[src/rtl/core/lesf_pkg.sv]
`timescale 1ns / 1ps

package lesf_pkg;

    localparam int MaxCols  = 1024;
    localparam int MaxRows  = 1024;
    localparam int ColW     = $clog2(MaxCols);
    localparam int RowW     = $clog2(MaxRows);
    localparam int SizeW    = 11;
    localparam int WidthW   = 11;
    localparam int CharW    = 8;
    localparam int CfgIdxW  = 1;
    localparam int CfgDataW = 11;

    localparam logic [WidthW-1:0] RowWidthReset = WidthW'(1024);
    localparam logic [CharW-1:0]  ObstacleReset = CharW'(111);
    localparam logic [RowW-1:0]   RowLast       = RowW'(MaxRows - 1);

    typedef enum logic [CfgIdxW-1:0] {
        REG_ROW_WIDTH = 1'b0,
        REG_OBSTACLE  = 1'b1
    } t_cfg_reg;

    typedef struct packed {
        logic [CharW-1:0] cell_char;
        logic             is_last;
    } t_in_beat;

    typedef struct packed {
        logic [SizeW-1:0] square_size;
        logic [RowW-1:0]  top_row;
        logic [ColW-1:0]  left_col;
    } t_out_beat;

    // cell position and flags handed from the scan stage to the evaluate stage
    typedef struct packed {
        logic [ColW-1:0] col;
        logic [RowW-1:0] row;
        logic            blocked;
        logic            last;
        logic            fwd_hit;
    } t_scan_beat;

endpackage

[src/rtl/core/lesf_eval.sv]
`timescale 1ns / 1ps

module lesf_eval
    import lesf_pkg::*;
(
    input  logic             i_clk,
    input  logic             i_rst_n,
    input  logic             i_valid,
    input  t_scan_beat       i_beat,
    input  logic [SizeW-1:0] i_rd_data,
    input  logic             i_out_ready,
    output logic             o_advance,
    output logic             o_wr_en,
    output logic [ColW-1:0]  o_wr_addr,
    output logic [SizeW-1:0] o_wr_data,
    output logic             o_out_valid,
    output t_out_beat        o_out_data
);

    logic [SizeW-1:0] r_left;
    logic [SizeW-1:0] r_diag;
    logic [SizeW-1:0] r_fwd;
    logic [SizeW-1:0] r_best_size;
    logic [RowW-1:0]  r_best_row;
    logic [ColW-1:0]  r_best_col;
    logic             r_out_valid;
    t_out_beat        r_out;

    logic [SizeW-1:0] up_mem;
    logic [SizeW-1:0] up;
    logic [SizeW-1:0] left;
    logic [SizeW-1:0] diag;
    logic [SizeW-1:0] m01;
    logic [SizeW-1:0] m012;
    logic [SizeW-1:0] row_cap;
    logic [SizeW-1:0] col_cap;
    logic [SizeW-1:0] s_a;
    logic [SizeW-1:0] s_b;
    logic [SizeW-1:0] s;
    logic             better;
    logic [SizeW-1:0] row_top;
    logic [SizeW-1:0] col_left;
    t_out_beat        best;

    // a last cell waits only while the result register holds a beat not taken now
    assign o_advance = i_valid && !(i_beat.last && r_out_valid && !i_out_ready);

    assign up_mem = i_beat.fwd_hit ? r_fwd : i_rd_data;
    assign up     = (i_beat.row == '0) ? '0 : up_mem;
    assign left   = (i_beat.col == '0) ? '0 : r_left;
    assign diag   = (i_beat.col == '0) ? '0 : r_diag;

    assign m01     = (up < left) ? up : left;
    assign m012    = (m01 < diag) ? m01 : diag;
    assign row_cap = SizeW'(i_beat.row) + SizeW'(1);
    assign col_cap = SizeW'(i_beat.col) + SizeW'(1);
    assign s_a     = m012 + SizeW'(1);
    assign s_b     = (s_a > row_cap) ? row_cap : s_a;
    assign s       = i_beat.blocked ? '0 : ((s_b > col_cap) ? col_cap : s_b);

    assign better   = s > r_best_size;
    assign row_top  = row_cap - s;
    assign col_left = col_cap - s;

    always_comb begin
        if (better) begin
            best.square_size = s;
            best.top_row     = row_top[RowW-1:0];
            best.left_col    = col_left[ColW-1:0];
        end else begin
            best.square_size = r_best_size;
            best.top_row     = r_best_row;
            best.left_col    = r_best_col;
        end
    end

    always_ff @(posedge i_clk) begin
        if (!i_rst_n) begin
            r_best_size <= '0;
            r_best_row  <= '0;
            r_best_col  <= '0;
            r_out_valid <= 1'b0;
        end else begin
            if (o_advance) begin
                if (i_beat.last) begin
                    r_best_size <= '0;
                    r_best_row  <= '0;
                    r_best_col  <= '0;
                end else begin
                    r_best_size <= best.square_size;
                    r_best_row  <= best.top_row;
                    r_best_col  <= best.left_col;
                end
            end
            if (o_advance && i_beat.last) begin
                r_out_valid <= 1'b1;
            end else if (i_out_ready) begin
                r_out_valid <= 1'b0;
            end
        end
    end

    always_ff @(posedge i_clk) begin
        if (o_advance) begin
            r_left <= s;
            r_diag <= up;
            r_fwd  <= s;
            if (i_beat.last) begin
                r_out <= best;
            end
        end
    end

    assign o_wr_en     = o_advance;
    assign o_wr_addr   = i_beat.col;
    assign o_wr_data   = s;
    assign o_out_valid = r_out_valid;
    assign o_out_data  = r_out;

endmodule

[config.mk]
export PLATFORM = sky130hd
export DESIGN_NAME = lesf_eval
export DESIGN_NICKNAME = d
export VERILOG_FILES = /design/src/rtl/core/lesf_pkg.sv /design/src/rtl/core/lesf_eval.sv
export SDC_FILE = /design/constraint.sdc
export NUM_CORES = 1
export LEC_CHECK = 0
export BUFFER_PORTS_ARGS = -buffer_cell sky130_fd_sc_hd__buf_2
export CAP_MARGIN = 10
export CELL_PAD_IN_SITES_DETAIL_PLACEMENT = 0
export CELL_PAD_IN_SITES_GLOBAL_PLACEMENT = 2
export CORE_ASPECT_RATIO = 1.75
export CORE_UTILIZATION = 39
export DETAILED_ROUTE_END_ITERATION = 10
export PLACE_DENSITY = 0.89
export SYNTH_ARGS = -nofsm -noshare
export SYNTH_HDL_FRONTEND = slang
export SYNTH_SLANG_ARGS = --single-unit
export TNS_END_PERCENT = 1
[constraint.sdc]
create_clock -name i_clk -period 36.2 [get_ports i_clk]
set_input_delay 5.43 -clock i_clk [delete_from_list [all_inputs] [get_ports i_clk]]
set_output_delay 5.43 -clock i_clk [all_outputs]
set_load 0.05 [all_outputs]
==> reports/metrics.csv <==
stage,metric,value,unit
routing,post-route antenna net violation count,0,
timing,setup TNS,0,ns
floorplan,Die ar.,0.01934,sq mm
floorplan,Site Rows,65,
worst_setup_path,Reg-to-Reg End,o_out_data[19]$_DFFE_PP_,
placement,dpl hpwl,19.86,mm
worst_setup_path,R2R cell count,58,
finish,Multi-input gate area,0.004686,sq mm
worst_setup_path,slowest cell on the critical path,nor3_1,
routing,routed wl met3,480,microns
finish,register area,0.002232,sq mm
global_routing,grt total ovfl,0,
finish,"commonest cells after routing, fill and taps aside","buf_2, nand2_1, ha_1",
global_routing,pin count of the biggest net entering global routing,35,
synth,post-synth net total,948,
timing,final period demand of the worst path,23.71,ns
timing,Final Setup Violations,0,
synth,fraction of registers with async set/reset,0,
placement,Final Wtd Congestion,0.9712,
floorplan,io pins,93,
timing,Slew headroom,0.3792,
timing,Setup Skew,0.01661,ns
synth,Synth cell types,71,
worst_setup_path,cell family with most CP delay,compound AO/OA/AOI/OAI gates,
global_routing,first-pass GRT wire length,36.98,mm
timing,Slew @ Worst Pin,0.9241,ns
timing,post-route clock period utilization,0.6549,
worst_setup_path,worst reg2reg setup slack,21.90,ns
floorplan,Initial Utilization,0.4018,
worst_setup_path,WP data required,30.77,ns
floorplan,Die Wd,105.6,microns
clocking,Worst-Skew Late Latency,0.35,ns
timing,RSZ-0062 raised after global routing,no,
clocking,cts bufs inserted,9,
synth,Mapped Area,0.007320,sq mm
clocking,Root Driver,clkbuf_16,
floorplan,Die Ht,183.2,microns
synth,Post-Syn Instances,833,
hold_path,Hold Crit Start,r_best_size[7]$_SDFFE_PN0P_,
synth,#FFs+latches synth,85,
clocking,CTS sink cnt,85,
worst_setup_path,RR Startpoint,r_fwd[8]$_DFFE_PP_,
clocking,CTS tree,done,
synth,Syn Area/Cell,8.787,sq um
synth,"Primary FF master, synth",edfxtp_1,
routing,DRC Markers,0,
finish,area grow syn2layout,12.77,%
routing,routed vias/inst,5.754,
worst_setup_path,Crit. End Element,output pin,
global_routing,vias in the first global route,6748,
finish,fin nets,1015,
synth,post-synthesis sequential area ratio,0.3050,
outcome,status,finished clean,
timing,maximum clock rate,42.18,MHz
clocking,cts hold-fix bufs,0,
worst_setup_path,Crit Path Max Fanout,18,
routing,drt first pass iters,4,
hold_path,Hold Crit Endpoint,r_best_size[7]$_SDFFE_PN0P_,
routing,drt initial violations,359,
clocking,"CTS clk-pin slew, worst paths",0.07,ns
routing,Via Count,6554,
timing,"Slew Viols, Final",0,
clocking,htree depth,3,
worst_setup_path,CP Launch Type,primary input,
placement,number of I/O port buffers,92,
clocking,postcts setup bufs,0,
finish,Post-Layout Cell Count,1139,
worst_setup_path,Most common cell on crit path,a21o_1,
worst_setup_path,Crit Path Class,primary input to output pin,
synth,yosys warns,0,
routing,top layer in use,met4,
job,Max-cap violations,0,
routing,drt wl/cell,21.47,microns
routing,met2 WL,13.31,mm
placement,dpl cells,1123,
worst_setup_path,highest cell delay on the worst timing path,0.78,ns
finish,"commonest non-fill, non-tap cell in the layout",buf_2,
finish,Fillers,1867,
routing,drt total wl,24.45,mm
finish,share of cells above drive strength 1,0.1790,
clocking,post-CTS sizing,0,
worst_setup_path,Worst Path Buf+Inv,9,
hold_path,Worst Hold Class,flop to flop,
clocking,Clock Tree Buf Depth,2,
finish,Ant. Diodes,0,
synth,number of flops mapped to enable cells by yosys,53,
global_routing,GRT Total Usage,0.2568,
hold_path,Min-Delay Path Depth,2,
worst_setup_path,CP arrival,18.28,ns
timing,endpoints failing hold,0,
global_routing,initial antenna violation count,0,
routing,met1 WL,8.690,mm
floorplan,CORE AREA,0.01822,sq mm
## kinds of logic after synthesis
| group | Yosys count | share of synthesized area |
|---|---|---|
| AO/OA/AOI/OAI | 203 | 0.1968 |
| AND/OR/NAND/NOR | 288 | 0.1981 |
| XOR/XNOR | 33 | 0.03949 |
| multiplexers | 47 | 0.06872 |
| adder cells (fa/ha/maj) | 78 | 0.1350 |
| flip-flops | 85 | 0.3050 |
| buffers and inverters | 99 | 0.05692 |
## area by class of cell
| class | instances | area share |
|---|---|---|
| Multi-Input combinational cell | 649 | 0.5677 |
| Sequential cell | 85 | 0.2704 |
| Timing Repair Buffer | 97 | 0.06033 |
| Tap cell | 234 | 0.03547 |
| Clock buffer | 9 | 0.02729 |
| Inverter | 58 | 0.02638 |
| Clock inverter | 7 | 0.01243 |
## flip-flops by register name, indices dropped and copies added, names as in the netlist
signal and flops:
r_best_row 10, o_out_valid 1, r_fwd 11, r_best_size 11
o_out_data 31, r_best_col 10, r_diag 11
## synth_stat cells, types with 5 or more instances
master	count	area, sq um
xnor2_1	16	140.1
mux2_2	23	259.0
nand4_1	17	106.4
nand2b_1	12	75.07
buf_4	11	82.58
a22o_1	7	61.31
nand2_1	76	285.3
nor2_1	51	191.4
and2_1	16	100.1
o211ai_1	5	37.54
a22oi_1	19	142.6
xor2_1	17	148.9
a211oi_1	6	45.04
a21oi_1	34	170.2
clkbuf_1	24	90.09
or2_2	10	62.56
inv_1	58	217.7
nor2b_1	29	181.4
o21ai_0	35	175.2
dfxtp_1	32	640.6
ha_1	75	938.4
o31ai_1	6	45.04
o21a_1	10	75.07
edfxtp_1	53	1592
o22ai_1	5	31.28
and3_1	12	75.07
mux2i_1	23	230.2
nor3_1	14	70.07
a21o_1	25	187.7
nand3_1	35	175.2
## stage by stage
stage                     hold WS [ns]  instance area (sq um)  setup slack [ns]  utilization
after floorplan                 0.4250                   7320             14.31            -
after global placement          0.4429                   7926             12.87       0.4351
after detailed placement        0.4467                   7926             12.60       0.4351
after CTS                       0.4553                   8254             12.56       0.4531
after global routing            0.4690                   8254             11.57       0.4531
final                           0.4545                   8254             12.49       0.4531
## how the worst max path moves through the flow
stage / slack (ns) / depth (start not counted) / endpoint / startpoint
finish: 12.49 / 50 / o_wr_data[0] / i_beat[3]
global route: 11.57 / 52 / o_wr_data[0] / i_beat[3]
CTS: 12.56 / 50 / o_wr_data[0] / i_beat[3]
detailed placement: 12.60 / 50 / o_wr_data[0] / i_beat[3]
global placement: 12.87 / 52 / o_wr_data[0] / i_beat[3]
floorplan: 14.31 / 54 / o_wr_data[6] / i_beat[3]
## layer usage
metal	track usage	up-vias
li1	-	3172
met1	0.2511	3142
met2	0.4953	158
met3	0.01955	82
met4	0.1928	0
met5	0	-
## worst register-to-register path: cells and delay by family, from the launching register on
family	cells	cell delay (ns)
AO/OA/AOI/OAI	27	6.30
AND/OR/NAND/NOR	13	3.11
adder cells (fa/ha/maj)	6	1.83
multiplexers	4	1.19
buffers and inverters	6	0.82
flip-flops	1	0.48
XOR/XNOR	2	0.33
Power is left out: the tool's default activity adds up to more than one toggle a clock period on the data nets, which glitch-free logic cannot reach.
