### config.mk
export PLATFORM = sky130hd
export DESIGN_NAME = lesf_scan
export DESIGN_NICKNAME = d
export VERILOG_FILES = /design/src/rtl/core/lesf_pkg.sv /design/src/rtl/core/lesf_scan.sv
export SDC_FILE = /design/constraint.sdc
export NUM_CORES = 1
export LEC_CHECK = 0
export BUFFER_PORTS_ARGS = -buffer_cell sky130_fd_sc_hd__buf_2
export CAP_MARGIN = 20
export CORE_AREA = 2 2 85 103
export DETAILED_ROUTE_END_ITERATION = 12
export DIE_AREA = 0 0 87 105
export HOLD_SLACK_MARGIN = 0.05
export SETUP_SLACK_MARGIN = 0.15
export SYNTH_ARGS = -nofsm -noshare
export SYNTH_HDL_FRONTEND = slang
export SYNTH_SLANG_ARGS = --single-unit
### constraint.sdc
create_clock -name i_clk -period 5.3 [get_ports i_clk]
set_input_delay 0.795 -clock i_clk [delete_from_list [all_inputs] [get_ports i_clk]]
set_output_delay 0.795 -clock i_clk [all_outputs]
set_load 0.02 [all_outputs]
### src/rtl/core/lesf_pkg.sv
`timescale 1ns / 1ps

package lesf_pkg;

    localparam int MaxCols  = 1024;
    localparam int MaxRows  = 1024;
    localparam int ColW     = $clog2(MaxCols);
    localparam int RowW     = $clog2(MaxRows);
    localparam int SizeW    = 11;
    localparam int WidthW   = 11;
    localparam int CharW    = 8;
    localparam int CfgIdxW  = 1;
    localparam int CfgDataW = 11;

    localparam logic [WidthW-1:0] RowWidthReset = WidthW'(1024);
    localparam logic [CharW-1:0]  ObstacleReset = CharW'(111);
    localparam logic [RowW-1:0]   RowLast       = RowW'(MaxRows - 1);

    typedef enum logic [CfgIdxW-1:0] {
        REG_ROW_WIDTH = 1'b0,
        REG_OBSTACLE  = 1'b1
    } t_cfg_reg;

    typedef struct packed {
        logic [CharW-1:0] cell_char;
        logic             is_last;
    } t_in_beat;

    typedef struct packed {
        logic [SizeW-1:0] square_size;
        logic [RowW-1:0]  top_row;
        logic [ColW-1:0]  left_col;
    } t_out_beat;

    // cell position and flags handed from the scan stage to the evaluate stage
    typedef struct packed {
        logic [ColW-1:0] col;
        logic [RowW-1:0] row;
        logic            blocked;
        logic            last;
        logic            fwd_hit;
    } t_scan_beat;

endpackage

### src/rtl/core/lesf_scan.sv
`timescale 1ns / 1ps

module lesf_scan
    import lesf_pkg::*;
(
    input  logic              i_clk,
    input  logic              i_rst_n,
    input  logic              i_accept,
    input  t_in_beat          i_beat,
    input  logic [WidthW-1:0] i_row_width,
    input  logic [CharW-1:0]  i_obstacle,
    input  logic              i_advance,
    input  logic              i_wr_en,
    input  logic [ColW-1:0]   i_wr_addr,
    output logic [ColW-1:0]   o_rd_addr,
    output logic              o_valid,
    output t_scan_beat        o_beat
);

    logic [ColW-1:0]   r_col;
    logic [RowW-1:0]   r_row;
    logic [ColW-1:0]   n_col;
    logic [RowW-1:0]   n_row;
    logic              r_valid;
    t_scan_beat        r_beat;
    logic [WidthW-1:0] w_eff;
    logic              wrap_in;
    logic [ColW-1:0]   cur_col;
    logic [RowW-1:0]   cur_row;
    logic [RowW-1:0]   row_inc;
    logic [RowW-1:0]   cur_row_inc;
    logic [WidthW-1:0] col_plus;

    always_comb begin
        if (i_row_width == '0) begin
            w_eff = WidthW'(1);
        end else if (i_row_width > WidthW'(MaxCols)) begin
            w_eff = WidthW'(MaxCols);
        end else begin
            w_eff = i_row_width;
        end
    end

    assign row_inc     = (r_row == RowLast) ? r_row : r_row + RowW'(1);
    assign wrap_in     = WidthW'(r_col) >= w_eff;
    assign cur_col     = wrap_in ? '0 : r_col;
    assign cur_row     = wrap_in ? row_inc : r_row;
    assign cur_row_inc = (cur_row == RowLast) ? cur_row : cur_row + RowW'(1);
    assign col_plus    = WidthW'(cur_col) + WidthW'(1);

    always_comb begin
        if (i_beat.is_last) begin
            n_col = '0;
            n_row = '0;
        end else if (col_plus >= w_eff) begin
            n_col = '0;
            n_row = cur_row_inc;
        end else begin
            n_col = col_plus[ColW-1:0];
            n_row = cur_row;
        end
    end

    always_ff @(posedge i_clk) begin
        if (!i_rst_n) begin
            r_col   <= '0;
            r_row   <= '0;
            r_valid <= 1'b0;
        end else if (i_accept) begin
            r_col   <= n_col;
            r_row   <= n_row;
            r_valid <= 1'b1;
        end else if (i_advance) begin
            r_valid <= 1'b0;
        end
    end

    always_ff @(posedge i_clk) begin
        if (i_accept) begin
            r_beat.col     <= cur_col;
            r_beat.row     <= cur_row;
            r_beat.blocked <= (i_beat.cell_char == i_obstacle);
            r_beat.last    <= i_beat.is_last;
            r_beat.fwd_hit <= i_wr_en && (i_wr_addr == cur_col);
        end
    end

    assign o_rd_addr = cur_col;
    assign o_valid   = r_valid;
    assign o_beat    = r_beat;

endmodule

==> results of run 1 <==
layer usage:
layer	track usage (%)	up-vias	routed length, um
met1	21.6	1361	3450
met3	2.76	9	353
li1	-	1459	-
met4	4.46	0	113
met2	33.2	72	4390
met5	0	-	0
cells in the final DEF (no fill, tap or decap), types with 3 or more instances in the layout:
master / count
buf_2: 74
ha_1: 22
o21ai_0: 13
nor4_1: 6
and3_1: 6
nand2_1: 43
inv_1: 17
a21o_1: 4
nor2b_1: 17
xnor2_1: 19
nand2b_1: 4
a211o_1: 3
nand4_1: 12
dfxtp_1: 21
xnor2_2: 4
clkbuf_8: 5
xor2_1: 11
a31oi_1: 3
nor2_1: 17
a21oi_1: 12
nor3_2: 4
nand3_1: 10
buf_6: 5
o21ai_1: 9
and2_1: 3
nor3_1: 4
o211ai_1: 3
edfxtp_1: 23
buf_4: 20
final timing paths:
path | startpoint | end | slack [ps] | depth (start not counted)
worst max register to register | r_col[0] | r_row[4] | 980 | 21
worst min-delay path | r_row[8] | r_row[8] | 490 | 2
worst max-delay path | i_row_width[9] | r_row[4] | 250 | 25
worst min register to register | r_row[8] | r_row[8] | 490 | 2
state kept, by name (all words and copies together) (netlist names):
register  flops
o_beat       23
r_col        10
r_row        10
o_valid       1
worst max-delay path, cell delays in order:
cell and delay [ps]:
buf_6 100, nor4_4 260, buf_4 150, a31oi_1 70, nor2_1 160, ha_1 250
nand2b_4 130, a211o_1 300, a211oi_4 270, or2_1 180, and2_4 170, ha_4 130
nand4_1 180, nor3_2 320, and3_4 250, xnor2_2 120, ha_1 240, o21ai_1 80
nand2b_1 120, a41oi_4 390, buf_6 150, nor2_2 30, o21ai_1 100, xor2_1 180
o21ai_1 80
cell type report:
type,count,area [um2],share of cell area (%)
multi-input combinational,278,2040,50.8
timing repair buffer,99,577,14.3
sequential,44,1110,27.6
clock buffer,6,72.6,1.80
inverter,18,67.6,1.68
tap,95,119,2.95
clock inverter,2,35.0,0.870
metrics by stage:
step                      utilization [%]  hold WS, ps  worst slack (ps)  instances  setup TNS [ps]
final                                49.9          491               250        542               0
after global routing                 49.9          527             -22.8        542           -48.0
after CTS                            47.4          492               232        535               0
after global placement               46.1          471              59.3        527               0
after detailed placement             46.1          479             -71.8        527            -134
after floorplan                         -          440               180        356               0
logic make-up (layout without fill, tap and decap cells):
kind of cell | Yosys count | count (layout)
muxes | 3 | 3
xor gates and xnor gates | 34 | 34
DFF | 44 | 44
adders and majority gates | 24 | 24
AOI/OAI and AO/OA | 68 | 68
buffers and inverters | 34 | 125
and+or+nand+nor | 149 | 149
what timing repair did:
item / CTS / global route
setup endpoints to repair: 0 / 20
setup buffers: 0 / 7
gates resized for setup: 0 / 30
power breakdown:
| part | internal (mW) | leakage, nW | switching [mW] |
|---|---|---|---|
| Sequential | 0.366 | 0.402 | 0.00297 |
| Combinational | 0.0518 | 1.30 | 0.0663 |
| Clock | 0.140 | 0.0552 | 0.122 |
| Total | 0.558 | 1.75 | 0.191 |
==> flow_summary.toml, run 1 <==
[outcome]
status = "complete, no violations"

[sta]
hold_viol_final = 0
period_share_pct = 95.3
setup_viol = 0
fmax_mhz = 198
rsz0062_at_grt = "true"
period_needed_ps = 5050
relSlewSlack_pct = 31.9
fin_skew_ps = 10.3
worst_pin_slew_ps = 1020
drv_slew = 0

[routing]
num_vias = 2901
ant_nets = 0
drtIter0Drc = 102
drc = 0
routedWlPerCell_um = 15.3
firstDrtPassIters = 4
viasPerCell = 5.35
drt-total-wl_mm = 8.31

[global_routing]
grt_max_degree = 36
grt_pass1_wl_mm = 13.3
track_usage_pct = 18.1
grt_antenna_before_repair = 0
grt_pass1_vias = 2728
gr-total-overflow = 0

[synthesis]
synth_commonest_cells = "nand2_1, ha_1, edfxtp_1, xnor2_1, dfxtp_1"
synth-compound-area-share_pct = 15.4
yosysMostFrequentCell = "nand2_1"
synth_fp_nets = 423
synthXorXnorAreaFrac_pct = 9.43
seq_area_frac_synth_pct = 35.2
synth.area.mux_share_pct = 0.990
yosysTopAreaCellShare_pct = 21.9
synth_top_family_by_area = "simple AND/OR/NAND/NOR gates"
synth-seq-cells = 44
synth_edf_count = 23
netlist_area_um2 = 3160
netlist_top_cells_area = "edfxtp_1, dfxtp_1, ha_1"
ys.flop_type = "edfxtp_1"
synth.distinct_cells = 58
synthSimpleGateAreaFrac_pct = 24.9
synth-adder-area-share_pct = 9.50
synthCells = 356
async_reset_ff_share_pct = 0
synth.largest_area_cell = "edfxtp_1"
yosysWarnings = 0
avgSynthCellArea_um2 = 8.87

[cts]
cts_tree = "yes"
clockRootBuffer = "clkbuf_8"
cts_buffers = 5
postCtsHoldBufs = 0
clockBufferDepth = 2
clk_pin_slew_ps = 80
cts.sinks = 44
ctsHtreeMaxLevel = 2
clk_latency_ps = 300

[floorplan]
rows = 36
die_w_um = 87
ioPinCount = 77
chipHeight_um = 105
die_area_um2 = 9140
start_util_pct = 39.2
core_area_um2 = 8060

[power_and_ir_drop]
peakVddDrop_mv = 0.113
p_leak_nw = 1.75
power.total_mw = 0.749
power_density_nw_per_um2 = 186

[setup_path]
startpoint_type = "input port"
cp_data_arrival_time_ps = 5220
critPathKind = "in2reg"
cp-end-kind = "flip-flop"
cp_max_fo = 6
cp_data_required_time_ps = 5470

[placed_design]
port_buffers = 76
gp_congestion = 0.902
dpl_cell_area_um2 = 3720
dpl.hpwl_mm = 6.36

[cells_and_area]
final_area_um2 = 4030
syn2layout_area_growth_pct = 27.4
insertedDiodeCount = 0
nets = 513
drive_gt1_share_pct = 30.6
fillCellCount = 778

[run]
cap_violations = 0

[worst_hold_path]
hp-class = "reg2reg"
Power figures use the tool's default switching activity.
==> run 2: changes to the inputs <==
--- a/config.mk
+++ b/config.mk
@@ -7,10 +7,11 @@
 export LEC_CHECK = 0
 export BUFFER_PORTS_ARGS = -buffer_cell sky130_fd_sc_hd__buf_2
 export CAP_MARGIN = 20
-export CORE_AREA = 2 2 85 103
+export CORE_AREA = 2 2 71 123
 export DETAILED_ROUTE_END_ITERATION = 12
-export DIE_AREA = 0 0 87 105
+export DIE_AREA = 0 0 73 125
 export HOLD_SLACK_MARGIN = 0.05
+export REMOVE_ABC_BUFFERS = 1
 export SETUP_SLACK_MARGIN = 0.15
 export SYNTH_ARGS = -nofsm -noshare
 export SYNTH_HDL_FRONTEND = slang
==> run 2 against run 1 <==
Clock-buffer cell count unchanged. Sequential share of layout area decreased by 0.69 points. Hold slack got worse by 15 ps. Via count increased by 4.2%. First-iteration DRC count increased by 31%. Combinational power increased by 3%.
==> flow_summary.toml, run 2 (same netlist as run 1, synthesis figures left out) <==
[sta]
period_share_pct = 95.7
fmax_mhz = 197
fin_skew_ps = 5.01
worst_pin_slew_ps = 997
drv_slew = 0
relSlewSlack_pct = 33.4
setup_slack_ps = 226
hold_viol_final = 0
period_needed_ps = 5070
rsz0062_at_grt = "true"
setup_viol = 0

[cts]
ctsHtreeMaxLevel = 2
clockBufferDepth = 2
clk_latency_ps = 290
clockRootBuffer = "clkbuf_16"
postCtsHoldBufs = 0
cts_tree = "yes"
cts.sinks = 44
cts_buffers = 5
clk_pin_slew_ps = 60

[cells_and_area]
most-common-layout-cells = "buf_2, nand2_1, buf_4"
largest_register_ffs = 23
insertedDiodeCount = 0
layout.cells.most_common = "buf_2"
multiInputGateArea_um2 = 2050
final_area_um2 = 4130
ff_latch_area_um2 = 1110
final_util_pct = 50.3
fillCellCount = 794
syn2layout_area_growth_pct = 30.7
drive_gt1_share_pct = 31.9
nets = 521

[global_routing]
grt_pass1_vias = 3003
grt_pass1_wl_mm = 14.2
track_usage_pct = 20.1
grt_antenna_before_repair = 0
gr-total-overflow = 0
grt_max_degree = 36

[worst_hold_path]
holdCritStartpoint = "r_row[8]"
hold_depth = 2
hold_end = "r_row[8]"
hp-class = "reg2reg"

[setup_path]
startpoint = "i_row_width[6]"
startpoint_type = "input port"
r2r-start = "r_col[0]"
r2r_cells = 23
rr_endpoint = "r_row[5]"
cp_max_fo = 6
cp-end-kind = "flip-flop"
cp_data_required_time_ps = 5460
r2r_slack_ps = 950
critPathKind = "in2reg"
cp_data_arrival_time_ps = 5240

[power_and_ir_drop]
p_comb_share_pct = 15.2
peakVddDrop_mv = 0.102
power_density_nw_per_um2 = 195
internal_power_mw = 0.605
p_leak_nw = 1.79
p_switching_mw = 0.199
p_seq_share_pct = 45.9
netSwitchingFraction_pct = 24.7
clkPwrFrac_pct = 38.9

[floorplan]
die_w_um = 73
rows = 44
chipHeight_um = 125
ioPinCount = 77
start_util_pct = 38.5
core_area_um2 = 8200
die_area_um2 = 9130

[placed_design]
gp_congestion = 0.915
port_buffers = 76
dpl_cell_area_um2 = 3750
pre_cts_ws_ps = -102
dpl.hpwl_mm = 7.02

[routing]
routedWlPerCell_um = 16.6
ant_nets = 0
drt-total-wl_mm = 9.10
drc = 0
drtIter0Drc = 134
viasPerCell = 5.53
firstDrtPassIters = 5
num_vias = 3023

[outcome]
status = "complete, no violations"

[run]
cap_violations = 0
==> run 2: power groups by stage <==
stage               Clock, mW  Sequential [mW]  Combinational [mW]
global placement            0            0.377               0.110
CTS                     0.328            0.369               0.113
floorplan                   0            0.388              0.0435
finish                  0.313            0.369               0.122
detailed placement          0            0.377               0.112
global route            0.335            0.371               0.133
==> run 2: how the worst max path moves through the flow <==
stage | endpoint | slack (ps) | cells past startpoint
6_report | r_row[5] | 230 | 26
5_1_grt | r_row[1] | -40 | 26
4_1_cts | r_row[1] | 170 | 26
3_5_place_dp | r_row[1] | -100 | 26
3_3_place_gp | r_row[9] | -40 | 26
2_1_floorplan | r_row[3] | -200 | 22
==> run 2: cell type report <==
class                   count  share of cell area, %
well taps                  92                   2.79
clock buffers               6                   3.36
flip-flops and latches     44                   26.9
repair buffers            107                   15.2
multi-input cells         278                   49.7
clock inverters             2                  0.242
inverters                  18                   1.73
==> run 2: critical path, stage by stage <==
cell and delay [ps]:
buf_2 120, nor4_4 330, a31oi_4 120, nor2_2 150, ha_1 250, nand2b_4 140, a211o_1 290, a211oi_4 250
nor2_1 100, nor2_2 200, ha_4 160, nand4_1 210, nor3_2 250, buf_4 140, and3_4 220, xnor2_4 130
ha_1 250, o21ai_1 80, nand2b_1 80, a41oi_2 200, buf_6 160, clkinvlp_4 140, buf_4 170, o211ai_2 60
xnor2_1 140, o21ai_1 70
==> run 2: stage by stage <==
stage                     hold WS [ps]  setup TNS [ps]  std cells  total power [mW]
after CTS                          481               0        540             0.810
after global placement             461           -52.7        532             0.487
after floorplan                    440           -2030        340             0.432
final                              476               0        547             0.804
after detailed placement           472            -513        532             0.489
after global routing               544           -80.4        547             0.838
==> run 2: metal layers <==
| layer | vias up | wire (um) | GRT usage [%] |
|---|---|---|---|
| met3 | 17 | 299 | 2.98 |
| met5 | - | 0 | 0 |
| met1 | 1421 | 3230 | 18.9 |
| met4 | 0 | 269 | 10.3 |
| met2 | 100 | 5290 | 39.3 |
| li1 | 1485 | - | - |
==> run 2: timing repair <==
action / 4_1_cts / 5_1_grt
buffers inserted: 0 / 7
setup endpoints to repair: 0 / 20
resized for setup: 0 / 28
